File: src/ifd_pkg.sv
// shared types, constants and register codes for the ir async frame decoder
// used by every module of the block; no dependencies
`default_nettype none

package ifd_pkg;

	localparam int unsigned MAX_BYTES       = 16;
	localparam int unsigned SLOTS_PER_FRAME = 10;
	localparam int unsigned MAX_CELLS       = 9;
	localparam int unsigned MIN_TIMINGS     = 6;
	localparam int unsigned BYTE_BITS       = 8;

	localparam int unsigned DUR_W  = 16;
	localparam int unsigned TICK_W = 13;
	localparam int unsigned TOL_W  = 16;
	localparam int unsigned GAP_W  = 16;
	localparam int unsigned ACC_W  = 17;
	localparam int unsigned CELL_W = 4;
	localparam int unsigned SLOT_W = 4;
	localparam int unsigned IDX_W  = 4;
	localparam int unsigned CNT_W  = 5;
	localparam int unsigned TC_W   = 3;
	localparam int unsigned BYTE_W = 8;
	localparam int unsigned BITS_W = 8;

	localparam int unsigned CFG_AW = 2;
	localparam int unsigned CFG_DW = 16;
	localparam int unsigned IN_DW  = 16;
	localparam int unsigned OUT_DW = 24;

	localparam logic [CFG_AW-1:0] REG_TICK = 2'd0;
	localparam logic [CFG_AW-1:0] REG_TOL  = 2'd1;
	localparam logic [CFG_AW-1:0] REG_GAP  = 2'd2;

	localparam logic [TICK_W-1:0] TICK_RST = 13'd417;
	localparam logic [TOL_W-1:0]  TOL_RST  = 16'd150;
	localparam logic [GAP_W-1:0]  GAP_RST  = 16'd5000;

	typedef enum logic [2:0] {
		ST_IDLE,
		ST_START,
		ST_CLASS,
		ST_CELLS,
		ST_DONE
	} ifd_state_t;

	typedef enum logic [1:0] {
		CLS_IDLE,
		CLS_STEP,
		CLS_CHECK
	} ifd_cls_state_t;

	// command from the sequencer to the frame state
	typedef struct packed {
		logic clear;
		logic sat_check;
		logic advance;
		logic level;
		logic stop;
		logic fail;
	} ifd_cmd_t;

	// frame state back to the sequencer
	typedef struct packed {
		logic              stopped;
		logic              failed;
		logic              emit;
		logic [BYTE_W-1:0] emit_byte;
		logic [CNT_W-1:0]  bytes_done;
	} ifd_stat_t;

	// classifier result, done is a one-cycle strobe
	typedef struct packed {
		logic              done;
		logic              bad;
		logic [CELL_W-1:0] cells;
	} ifd_cls_t;

endpackage

`default_nettype wire

File: src/ifd_cell_class.sv
// rounds a duration to a whole number of bit cells by stepping an accumulator by the tick
// and checks it against the tolerance; depends on ifd_pkg
`default_nettype none

module ifd_cell_class (
	input  wire                        clk,
	input  wire                        arst_n,
	input  wire                        start,
	input  wire [ifd_pkg::DUR_W-1:0]   dur,
	input  wire [ifd_pkg::TICK_W-1:0]  tick,
	input  wire [ifd_pkg::TOL_W-1:0]   tol,
	output ifd_pkg::ifd_cls_t          cls
);

	ifd_pkg::ifd_cls_state_t state_q, state_d;

	logic [ifd_pkg::ACC_W-1:0]  acc_q, acc_d;
	logic [ifd_pkg::ACC_W-1:0]  lim_q, lim_d;
	logic [ifd_pkg::CELL_W-1:0] n_q, n_d;
	logic [ifd_pkg::TICK_W-1:0] t;
	logic [ifd_pkg::ACC_W-1:0]  t_ext;
	logic [ifd_pkg::ACC_W-1:0]  nxt;
	logic [ifd_pkg::ACC_W-1:0]  dur_ext;
	logic [ifd_pkg::ACC_W-1:0]  diff;

	// zero tick counts as one
	assign t       = (tick == '0) ? ifd_pkg::TICK_W'(1) : tick;
	assign t_ext   = ifd_pkg::ACC_W'(t);
	assign dur_ext = ifd_pkg::ACC_W'(dur);
	assign nxt     = acc_q + t_ext;
	assign diff    = (dur_ext > acc_q) ? (dur_ext - acc_q) : (acc_q - dur_ext);

	always_ff @(posedge clk or negedge arst_n) begin
		if (!arst_n) begin
			state_q <= ifd_pkg::CLS_IDLE;
		end else begin
			state_q <= state_d;
		end
	end

	always_ff @(posedge clk) begin
		acc_q <= acc_d;
		lim_q <= lim_d;
		n_q   <= n_d;
	end

	always_comb begin
		state_d   = state_q;
		acc_d     = acc_q;
		lim_d     = lim_q;
		n_d       = n_q;
		cls.done  = 1'b0;
		cls.bad   = 1'b0;
		cls.cells = n_q;
		unique case (state_q)
			ifd_pkg::CLS_IDLE: begin
				if (start) begin
					// at least one cell, rounding limit is dur + tick/2
					acc_d   = t_ext;
					n_d     = ifd_pkg::CELL_W'(1);
					lim_d   = dur_ext + ifd_pkg::ACC_W'(t >> 1);
					state_d = ifd_pkg::CLS_STEP;
				end
			end
			ifd_pkg::CLS_STEP: begin
				if ((n_q < ifd_pkg::CELL_W'(ifd_pkg::MAX_CELLS)) && (nxt <= lim_q)) begin
					acc_d = nxt;
					n_d   = n_q + ifd_pkg::CELL_W'(1);
				end else begin
					state_d = ifd_pkg::CLS_CHECK;
				end
			end
			ifd_pkg::CLS_CHECK: begin
				cls.done = 1'b1;
				cls.bad  = (dur == '0) || (diff > ifd_pkg::ACC_W'(tol));
				state_d  = ifd_pkg::CLS_IDLE;
			end
			default: begin
				state_d = ifd_pkg::CLS_IDLE;
			end
		endcase
	end

endmodule

`default_nettype wire

File: src/ifd_frame.sv
// frame slot walker: start slot, eight data bits lsb first, stop slot,
// one cell per command, plus stop/fail flags and byte count; depends on ifd_pkg
`default_nettype none

module ifd_frame (
	input  wire                clk,
	input  wire                arst_n,
	input  ifd_pkg::ifd_cmd_t  cmd,
	output ifd_pkg::ifd_stat_t stat
);

	logic [ifd_pkg::SLOT_W-1:0] slot_q;
	logic [ifd_pkg::BYTE_W-1:0] shift_q;
	logic [ifd_pkg::IDX_W-1:0]  idx_q;
	logic [ifd_pkg::CNT_W-1:0]  bc_q;
	logic                       stopped_q;
	logic                       failed_q;
	logic                       at_start;
	logic                       at_stop;
	logic                       room;

	assign at_start = (slot_q == '0);
	assign at_stop  = (slot_q == ifd_pkg::SLOT_W'(ifd_pkg::SLOTS_PER_FRAME - 1));
	assign room     = (bc_q < ifd_pkg::CNT_W'(ifd_pkg::MAX_BYTES));

	assign stat.stopped    = stopped_q;
	assign stat.failed     = failed_q;
	assign stat.emit       = cmd.advance && at_stop && cmd.level && room;
	assign stat.emit_byte  = shift_q;
	assign stat.bytes_done = bc_q;

	always_ff @(posedge clk or negedge arst_n) begin
		if (!arst_n) begin
			slot_q    <= '0;
			shift_q   <= '0;
			idx_q     <= '0;
			bc_q      <= '0;
			stopped_q <= 1'b0;
			failed_q  <= 1'b0;
		end else if (cmd.clear) begin
			slot_q    <= '0;
			shift_q   <= '0;
			idx_q     <= '0;
			bc_q      <= '0;
			stopped_q <= 1'b0;
			failed_q  <= 1'b0;
		end else begin
			// store full stops decoding at the start of the next item
			if (cmd.sat_check && !room) begin
				stopped_q <= 1'b1;
			end
			if (cmd.stop) begin
				stopped_q <= 1'b1;
			end
			if (cmd.fail) begin
				failed_q <= 1'b1;
			end
			if (cmd.advance) begin
				if (at_start) begin
					// a high start slot ends the frame sequence
					if (cmd.level) begin
						stopped_q <= 1'b1;
					end else begin
						shift_q <= '0;
						idx_q   <= '0;
						slot_q  <= ifd_pkg::SLOT_W'(1);
					end
				end else if (at_stop) begin
					if (!cmd.level) begin
						failed_q <= 1'b1;
					end else begin
						if (room) begin
							bc_q <= bc_q + ifd_pkg::CNT_W'(1);
						end
						slot_q <= '0;
					end
				end else begin
					if (cmd.level && (idx_q < ifd_pkg::IDX_W'(ifd_pkg::BYTE_BITS))) begin
						shift_q[idx_q[2:0]] <= 1'b1;
					end
					idx_q  <= idx_q + ifd_pkg::IDX_W'(1);
					slot_q <= slot_q + ifd_pkg::SLOT_W'(1);
				end
			end
		end
	end

endmodule

`default_nettype wire

File: src/ir_async_frame_decoder.sv
// an accepted transaction goes through start, class, cells and done; the classifier adds
// one tick multiple per cycle (up to nine), then the frame walker takes one cell
// per cycle (up to nine). one item in flight: no new transaction is taken until the last
// has left done, and a result waits in the output register while the next item is accepted.
// reset (arst_n low) clears decode state and sets tick/tolerance/gap to 417/150/5000.
// top level: sequencer, config registers, output register; depends on ifd_pkg
`default_nettype none

module ir_async_frame_decoder (
	input  wire                          clk,
	input  wire                          arst_n,
	input  wire                          cfg_we,
	input  wire [ifd_pkg::CFG_AW-1:0]    cfg_addr,
	input  wire [ifd_pkg::CFG_DW-1:0]    cfg_wdata,
	input  wire                          s_axis_tvalid,
	output logic                         s_axis_tready,
	input  wire [ifd_pkg::IN_DW-1:0]     s_axis_tdata,  // [15:0] duration_us
	input  wire                          s_axis_tuser,  // [0] first_timing
	input  wire                          s_axis_tlast,  // last_timing
	output logic                         m_axis_tvalid,
	input  wire                          m_axis_tready,
	// [7:0] byte_value, [8] success, [13:9] byte_total, [21:14] bit_total, [23:22] zero
	output logic [ifd_pkg::OUT_DW-1:0]   m_axis_tdata,
	output logic                         m_axis_tuser,  // [0] byte_valid
	output logic                         m_axis_tlast   // verdict_valid
);

	ifd_pkg::ifd_state_t state_q, state_d;
	ifd_pkg::ifd_cmd_t   cmd;
	ifd_pkg::ifd_stat_t  stat;
	ifd_pkg::ifd_cls_t   cls;

	logic [ifd_pkg::TICK_W-1:0] tick_q;
	logic [ifd_pkg::TOL_W-1:0]  tol_q;
	logic [ifd_pkg::GAP_W-1:0]  gap_q;

	logic [ifd_pkg::DUR_W-1:0]  dur_q;
	logic                       last_q;
	logic                       level_q;
	logic                       level_parity_q;
	logic [ifd_pkg::TC_W-1:0]   tc_q;
	logic [ifd_pkg::TC_W-1:0]   tc_base;
	logic [ifd_pkg::CELL_W-1:0] cells_left_q;
	logic                       bvalid_q;
	logic [ifd_pkg::BYTE_W-1:0] bvalue_q;

	logic                       m_valid_q;
	logic [ifd_pkg::OUT_DW-1:0] m_data_q;
	logic                       m_user_q;
	logic                       m_last_q;

	logic                       accept;
	logic                       cls_start;
	logic                       load_out;
	logic                       ok;

	assign s_axis_tready = (state_q == ifd_pkg::ST_IDLE);
	assign accept        = s_axis_tvalid && s_axis_tready;
	assign tc_base       = s_axis_tuser ? '0 : tc_q;
	assign ok            = last_q && !stat.failed
	                       && (tc_q >= ifd_pkg::TC_W'(ifd_pkg::MIN_TIMINGS))
	                       && (stat.bytes_done != '0);

	assign m_axis_tvalid = m_valid_q;
	assign m_axis_tdata  = m_data_q;
	assign m_axis_tuser  = m_user_q;
	assign m_axis_tlast  = m_last_q;

	ifd_cell_class u_cell_class (
		.clk    (clk),
		.arst_n (arst_n),
		.start  (cls_start),
		.dur    (dur_q),
		.tick   (tick_q),
		.tol    (tol_q),
		.cls    (cls)
	);

	ifd_frame u_frame (
		.clk    (clk),
		.arst_n (arst_n),
		.cmd    (cmd),
		.stat   (stat)
	);

	// configuration registers
	always_ff @(posedge clk or negedge arst_n) begin
		if (!arst_n) begin
			tick_q <= ifd_pkg::TICK_RST;
			tol_q  <= ifd_pkg::TOL_RST;
			gap_q  <= ifd_pkg::GAP_RST;
		end else if (cfg_we) begin
			unique case (cfg_addr)
				ifd_pkg::REG_TICK: tick_q <= cfg_wdata[ifd_pkg::TICK_W-1:0];
				ifd_pkg::REG_TOL:  tol_q  <= cfg_wdata[ifd_pkg::TOL_W-1:0];
				ifd_pkg::REG_GAP:  gap_q  <= cfg_wdata[ifd_pkg::GAP_W-1:0];
				default: ;
			endcase
		end
	end

	always_ff @(posedge clk or negedge arst_n) begin
		if (!arst_n) begin
			state_q <= ifd_pkg::ST_IDLE;
		end else begin
			state_q <= state_d;
		end
	end

	always_comb begin
		state_d       = state_q;
		cmd           = '0;
		cmd.level     = level_q;
		cls_start     = 1'b0;
		load_out      = 1'b0;
		unique case (state_q)
			ifd_pkg::ST_IDLE: begin
				if (s_axis_tvalid) begin
					cmd.clear     = s_axis_tuser;
					cmd.sat_check = 1'b1;
					state_d       = ifd_pkg::ST_START;
				end
			end
			ifd_pkg::ST_START: begin
				if (stat.stopped || stat.failed) begin
					state_d = ifd_pkg::ST_DONE;
				end else begin
					cls_start = 1'b1;
					state_d   = ifd_pkg::ST_CLASS;
				end
			end
			ifd_pkg::ST_CLASS: begin
				if (cls.done) begin
					if (cls.bad) begin
						// a long high gap ends cleanly, anything else bad fails
						if (level_q && (dur_q >= gap_q)) begin
							cmd.stop = 1'b1;
						end else begin
							cmd.fail = 1'b1;
						end
						state_d = ifd_pkg::ST_DONE;
					end else begin
						state_d = ifd_pkg::ST_CELLS;
					end
				end
			end
			ifd_pkg::ST_CELLS: begin
				if (stat.stopped || stat.failed || (cells_left_q == '0)) begin
					state_d = ifd_pkg::ST_DONE;
				end else begin
					cmd.advance = 1'b1;
				end
			end
			ifd_pkg::ST_DONE: begin
				if (!m_valid_q || m_axis_tready) begin
					load_out  = 1'b1;
					cmd.clear = last_q;
					state_d   = ifd_pkg::ST_IDLE;
				end
			end
			default: begin
				state_d = ifd_pkg::ST_IDLE;
			end
		endcase
	end

	// per-item control
	always_ff @(posedge clk or negedge arst_n) begin
		if (!arst_n) begin
			level_parity_q <= 1'b0;
			tc_q           <= '0;
			bvalid_q       <= 1'b0;
			cells_left_q   <= '0;
		end else begin
			if (accept) begin
				bvalid_q <= 1'b0;
				tc_q     <= (tc_base < ifd_pkg::TC_W'(ifd_pkg::MIN_TIMINGS))
				            ? tc_base + ifd_pkg::TC_W'(1) : tc_base;
			end
			if (stat.emit) begin
				bvalid_q <= 1'b1;
			end
			if ((state_q == ifd_pkg::ST_CLASS) && cls.done) begin
				cells_left_q <= cls.cells;
			end else if (cmd.advance) begin
				cells_left_q <= cells_left_q - ifd_pkg::CELL_W'(1);
			end
			if (load_out) begin
				// a verdict returns the decode to its reset state
				level_parity_q <= last_q ? 1'b0 : ~level_q;
				if (last_q) begin
					tc_q <= '0;
				end
			end
		end
	end

	// item payload
	always_ff @(posedge clk) begin
		if (accept) begin
			dur_q    <= s_axis_tdata[ifd_pkg::DUR_W-1:0];
			last_q   <= s_axis_tlast;
			level_q  <= s_axis_tuser ? 1'b0 : level_parity_q;
			bvalue_q <= '0;
		end else if (stat.emit) begin
			bvalue_q <= stat.emit_byte;
		end
	end

	// output register
	always_ff @(posedge clk or negedge arst_n) begin
		if (!arst_n) begin
			m_valid_q <= 1'b0;
		end else if (load_out) begin
			m_valid_q <= 1'b1;
		end else if (m_axis_tready) begin
			m_valid_q <= 1'b0;
		end
	end

	always_ff @(posedge clk) begin
		if (load_out) begin
			m_data_q <= {2'b00,
			             stat.bytes_done, 3'b000,
			             stat.bytes_done,
			             ok,
			             bvalue_q};
			m_user_q <= bvalid_q;
			m_last_q <= last_q;
		end
	end

endmodule

`default_nettype wire

File: config.mk
export PLATFORM = sky130hd
export DESIGN_NAME = ir_async_frame_decoder
export DESIGN_NICKNAME = d
export VERILOG_FILES = /design/src/ifd_pkg.sv /design/src/ifd_cell_class.sv /design/src/ifd_frame.sv /design/src/ir_async_frame_decoder.sv
export SDC_FILE = /design/constraint.sdc
export NUM_CORES = 1
export LEC_CHECK = 0
export BUFFER_PORTS_ARGS = -buffer_cell sky130_fd_sc_hd__buf_2
export CAP_MARGIN = 25
export CORE_UTILIZATION = 53
export CTS_CLUSTER_DIAMETER = 100
export CTS_CLUSTER_SIZE = 10
export DETAILED_ROUTE_END_ITERATION = 8
export PLACE_DENSITY = 0.69
export SLEW_MARGIN = 10
export SYNTH_ARGS = -nofsm -noshare
export SYNTH_HDL_FRONTEND = slang
export SYNTH_HIERARCHICAL = 1
export SYNTH_SLANG_ARGS = --single-unit
File: constraint.sdc
create_clock -name clk -period 6.5 [get_ports clk]
set_input_delay 1.95 -clock clk [delete_from_list [all_inputs] [get_ports clk]]
set_output_delay 1.95 -clock clk [all_outputs]
set_load 0.01 [all_outputs]
==> flow_summary.toml <==
[status]
status = "completed"

[logic_synthesis]
ys_ff_latch = 163
ys.flop_type = "edfxtp_1"
synth_cell_types = 86
async_flop_share = 0.5092
syn_inst = 1032
synth-edff-count = 72
yosysWarnings = 6
syn_area_sq_mm = 0.01082
yosysSeqAreaShare = 0.4081
syn_avg_cell_area_sq_um = 10.48

[worst_setup_path]
path_depth = 21
path_buf_inv = 1
crit_path_end_kind = "flop"
worst_path_largest_cell_delay_ns = 0.62
arrival_ns = 5.58
reg2reg_depth = 21
required_ns = 6.60
critPathLaunch = "tick_q[1]"
crit_top_cell = "ha_1"
crit_type = "reg -> reg"
crit_path_top_delay_cell = "dfrtp_1"
startpoint_type = "flop"
path_delay_family = "compound AO/OA/AOI/OAI gates"
rrSetupSlack_ns = 1.02
crit_chain = "nor4_1, a31o_2, ha_1, ha_1, a21oi_4, o21bai_2, a2111oi_4, nor3_2, o31ai_2, nand2_1, a41oi_1, xnor2_1, ha_1, nand4_1, nor4_1, nand4_1, o211ai_1, a21oi_1, a221o_1, o21bai_2, buf_4"
critPathMaxFanout = 21
rr_startpoint = "tick_q[1]"

[routing]
first_iter_violations = 441
postRouteAntennaNets = 0
avgRoutedWirePerCell_microns = 19.11
routed_wl_mm = 25.87
drc_errors = 0
dr.pass1.iters = 5
vias = 7745
vias_per_cell = 5.720

[power_and_ir_drop]
clockPowerShare = 0.177
p_int_mw = 3.287
leakage_nw = 5.336
pwr-share-seq = 0.291
p_switching_mw = 2.438
pwr-share-comb = 0.532
ir_worst_vdd_uv = 225.7
p_sw_frac = 0.4258
power_density_mw_per_mm2 = 481.6

[sta]
min_period_ns = 5.480
setup_violations = 0
fin_tns_setup_ns = 0
min_period_over_period = 0.8430
maxSlewHeadroom = 0.3359
fmax_mhz = 182.5
final.setup.worst_slack_ns = 1.020
rsz0062_at_grt = "no"
slew_viol_final = 0
skew_ns = 0.01085
worst_pin_slew_ns = 0.9932
finalHoldViolations = 0

[hold_path]
hp-start = "bvalue_q[1]"
min_path_type = "reg -> reg"
worstHoldPathCells = 0

[die]
core_area_sq_mm = 0.01972
die_area_sq_mm = 0.02099
die_w_microns = 144.9
initial_core_util = 0.5487
rows = 51
ios = 69
fp.dieH_microns = 144.9

[global_route]
grt_usage = 0.2623
grt.overflow.total = 0
grt_max_degree = 52
grt_pass1_vias = 7679
antenna_found_initial = 0
grt_first_pass_wirelength_mm = 41.45

[layout]
insertedDiodeCount = 0
drive_gt1_frac = 0.1947
layout.cells.most_common_list = "ha_1, inv_1, edfxtp_1, dfrtp_1, a21oi_1"
postLayoutCoreUtil = 0.6028
area_growth_pct = 9.865
final_common_cell = "ha_1"
nets = 1234

[clock_network]
post_cts_buffers = 0
cts_tree = "yes"
cts_buffers = 17
cts_buffer_depth = 2
clk_latency_ns = 0.43
clockRootBuffer = "clkbuf_16"
h-tree-depth = 4
cts_sinks = 163
clkTransAtPathRegs_ns = 0.07
cts_resized = 0
postCtsHoldBufs = 0

[placement]
dp_hpwl_mm = 19.53
portBuffers = 63
routabilityCongestion = 0.9573
dp_slack_ns = 1.111

[job]
maxCapViolations = 0
-- stage by stage --
step                power, mW  hold WS, ns  cell area (sq um)  cells
finish                  5.724       0.4307              11890   1354
global placement        4.627       0.4115              11260   1319
CTS                     5.721       0.4315              11880   1353
floorplan               3.927       0.4076              10830   1036
detailed placement      4.673       0.4142              11290   1321
global route            6.179       0.4497              11890   1354
-- area by class of cell --
class	count	area [sq um]
Timing Repair Buffer	74	420.4
Clock inverter	11	112.6
Sequential cell	163	4415
Tap cell	265	331.6
Inverter	112	420.4
Fill cell	1649	7831
Multi-Input combinational cell	708	5714
Clock buffer	21	471.7
-- worst paths after layout --
| check | end |
|---|---|
| hold / removal | m_axis_tdata[1] |
| min in group asynchronous | tc_q[1] |
| hold reg to reg | m_axis_tdata[1] |
| setup / recovery | u_cell_class/acc_q[11] |
| setup reg to reg | u_cell_class/acc_q[11] |
| max in group asynchronous | tick_q[8] |
-- layer usage --
layer | vias to the layer above | routed length [microns] | track usage
met5 | - | 0 | 0
met2 | 151 | 12180 | 0.4350
li1 | 3787 | - | -
met1 | 3779 | 12450 | 0.3561
met4 | 0 | 450 | 0.06981
met3 | 28 | 788 | 0.04113
-- cell families (layout without fill, tap and decap cells) --
family                   count (synthesis)  count (layout)  synth area share
flip-flops                             163             163            0.4081
adder cells (fa/ha/maj)                118             118            0.1384
XOR/XNOR                                48              48           0.03886
buffers and inverters                  165             218           0.06661
multiplexers                            76              76           0.07725
AO/OA/AOI/OAI                          240             240            0.1584
other                                    1               5         0.0003466
AND/OR/NAND/NOR                        221             221            0.1119
-- synthesized netlist by cell type (9+ instances only) --
library cell	number	area, sq um
a21o_1	25	187.7
ha_1	114	1426
dfstp_2	13	341.6
edfxtp_1	72	2162
a32o_1	9	90.09
nor2b_1	20	125.1
a211oi_1	12	90.09
nor3_1	12	60.06
mux2i_1	16	160.2
nand3_1	17	85.08
nand4_1	13	81.33
o21ai_0	37	185.2
nor4_1	12	75.07
xnor2_1	28	245.2
a21oi_1	67	335.3
buf_4	14	105.1
clkbuf_1	24	90.09
nand2_1	50	187.7
and2_1	12	75.07
inv_1	110	412.9
nor2_1	36	135.1
o21a_1	15	112.6
nand2b_1	10	62.56
xor2_1	20	175.2
dfrtp_1	70	1752
mux2_2	59	664.4
-- sequential cells by signal, indices dropped and copies added, names as in the netlist, 2 cells and up --
| register | cells |
|---|---|
| dur_q | 16 |
| u_cell_class/lim_q | 17 |
| m_axis_tdata | 14 |
| u_cell_class/n_q | 4 |
| u_frame/bc_q | 5 |
| bvalue_q | 8 |
| u_cell_class/acc_q | 17 |
| tick_q | 13 |
| u_frame/slot_q | 4 |
| cells_left_q | 4 |
| tol_q | 16 |
| u_cell_class/state_q | 2 |
| u_frame/shift_q | 8 |
| state_q | 3 |
| gap_q | 16 |
| u_frame/idx_q | 4 |
| tc_q | 3 |
-- power groups by stage --
stage	registers [mW]	logic [mW]	clock network, mW
after floorplan	1.58	2.34	0
after global placement	1.67	2.95	0
after detailed placement	1.68	2.99	0
after CTS	1.67	3.03	1.03
after global routing	1.70	3.41	1.07
final	1.67	3.05	1.01
Note: power is estimated with default switching activity, not from simulation.
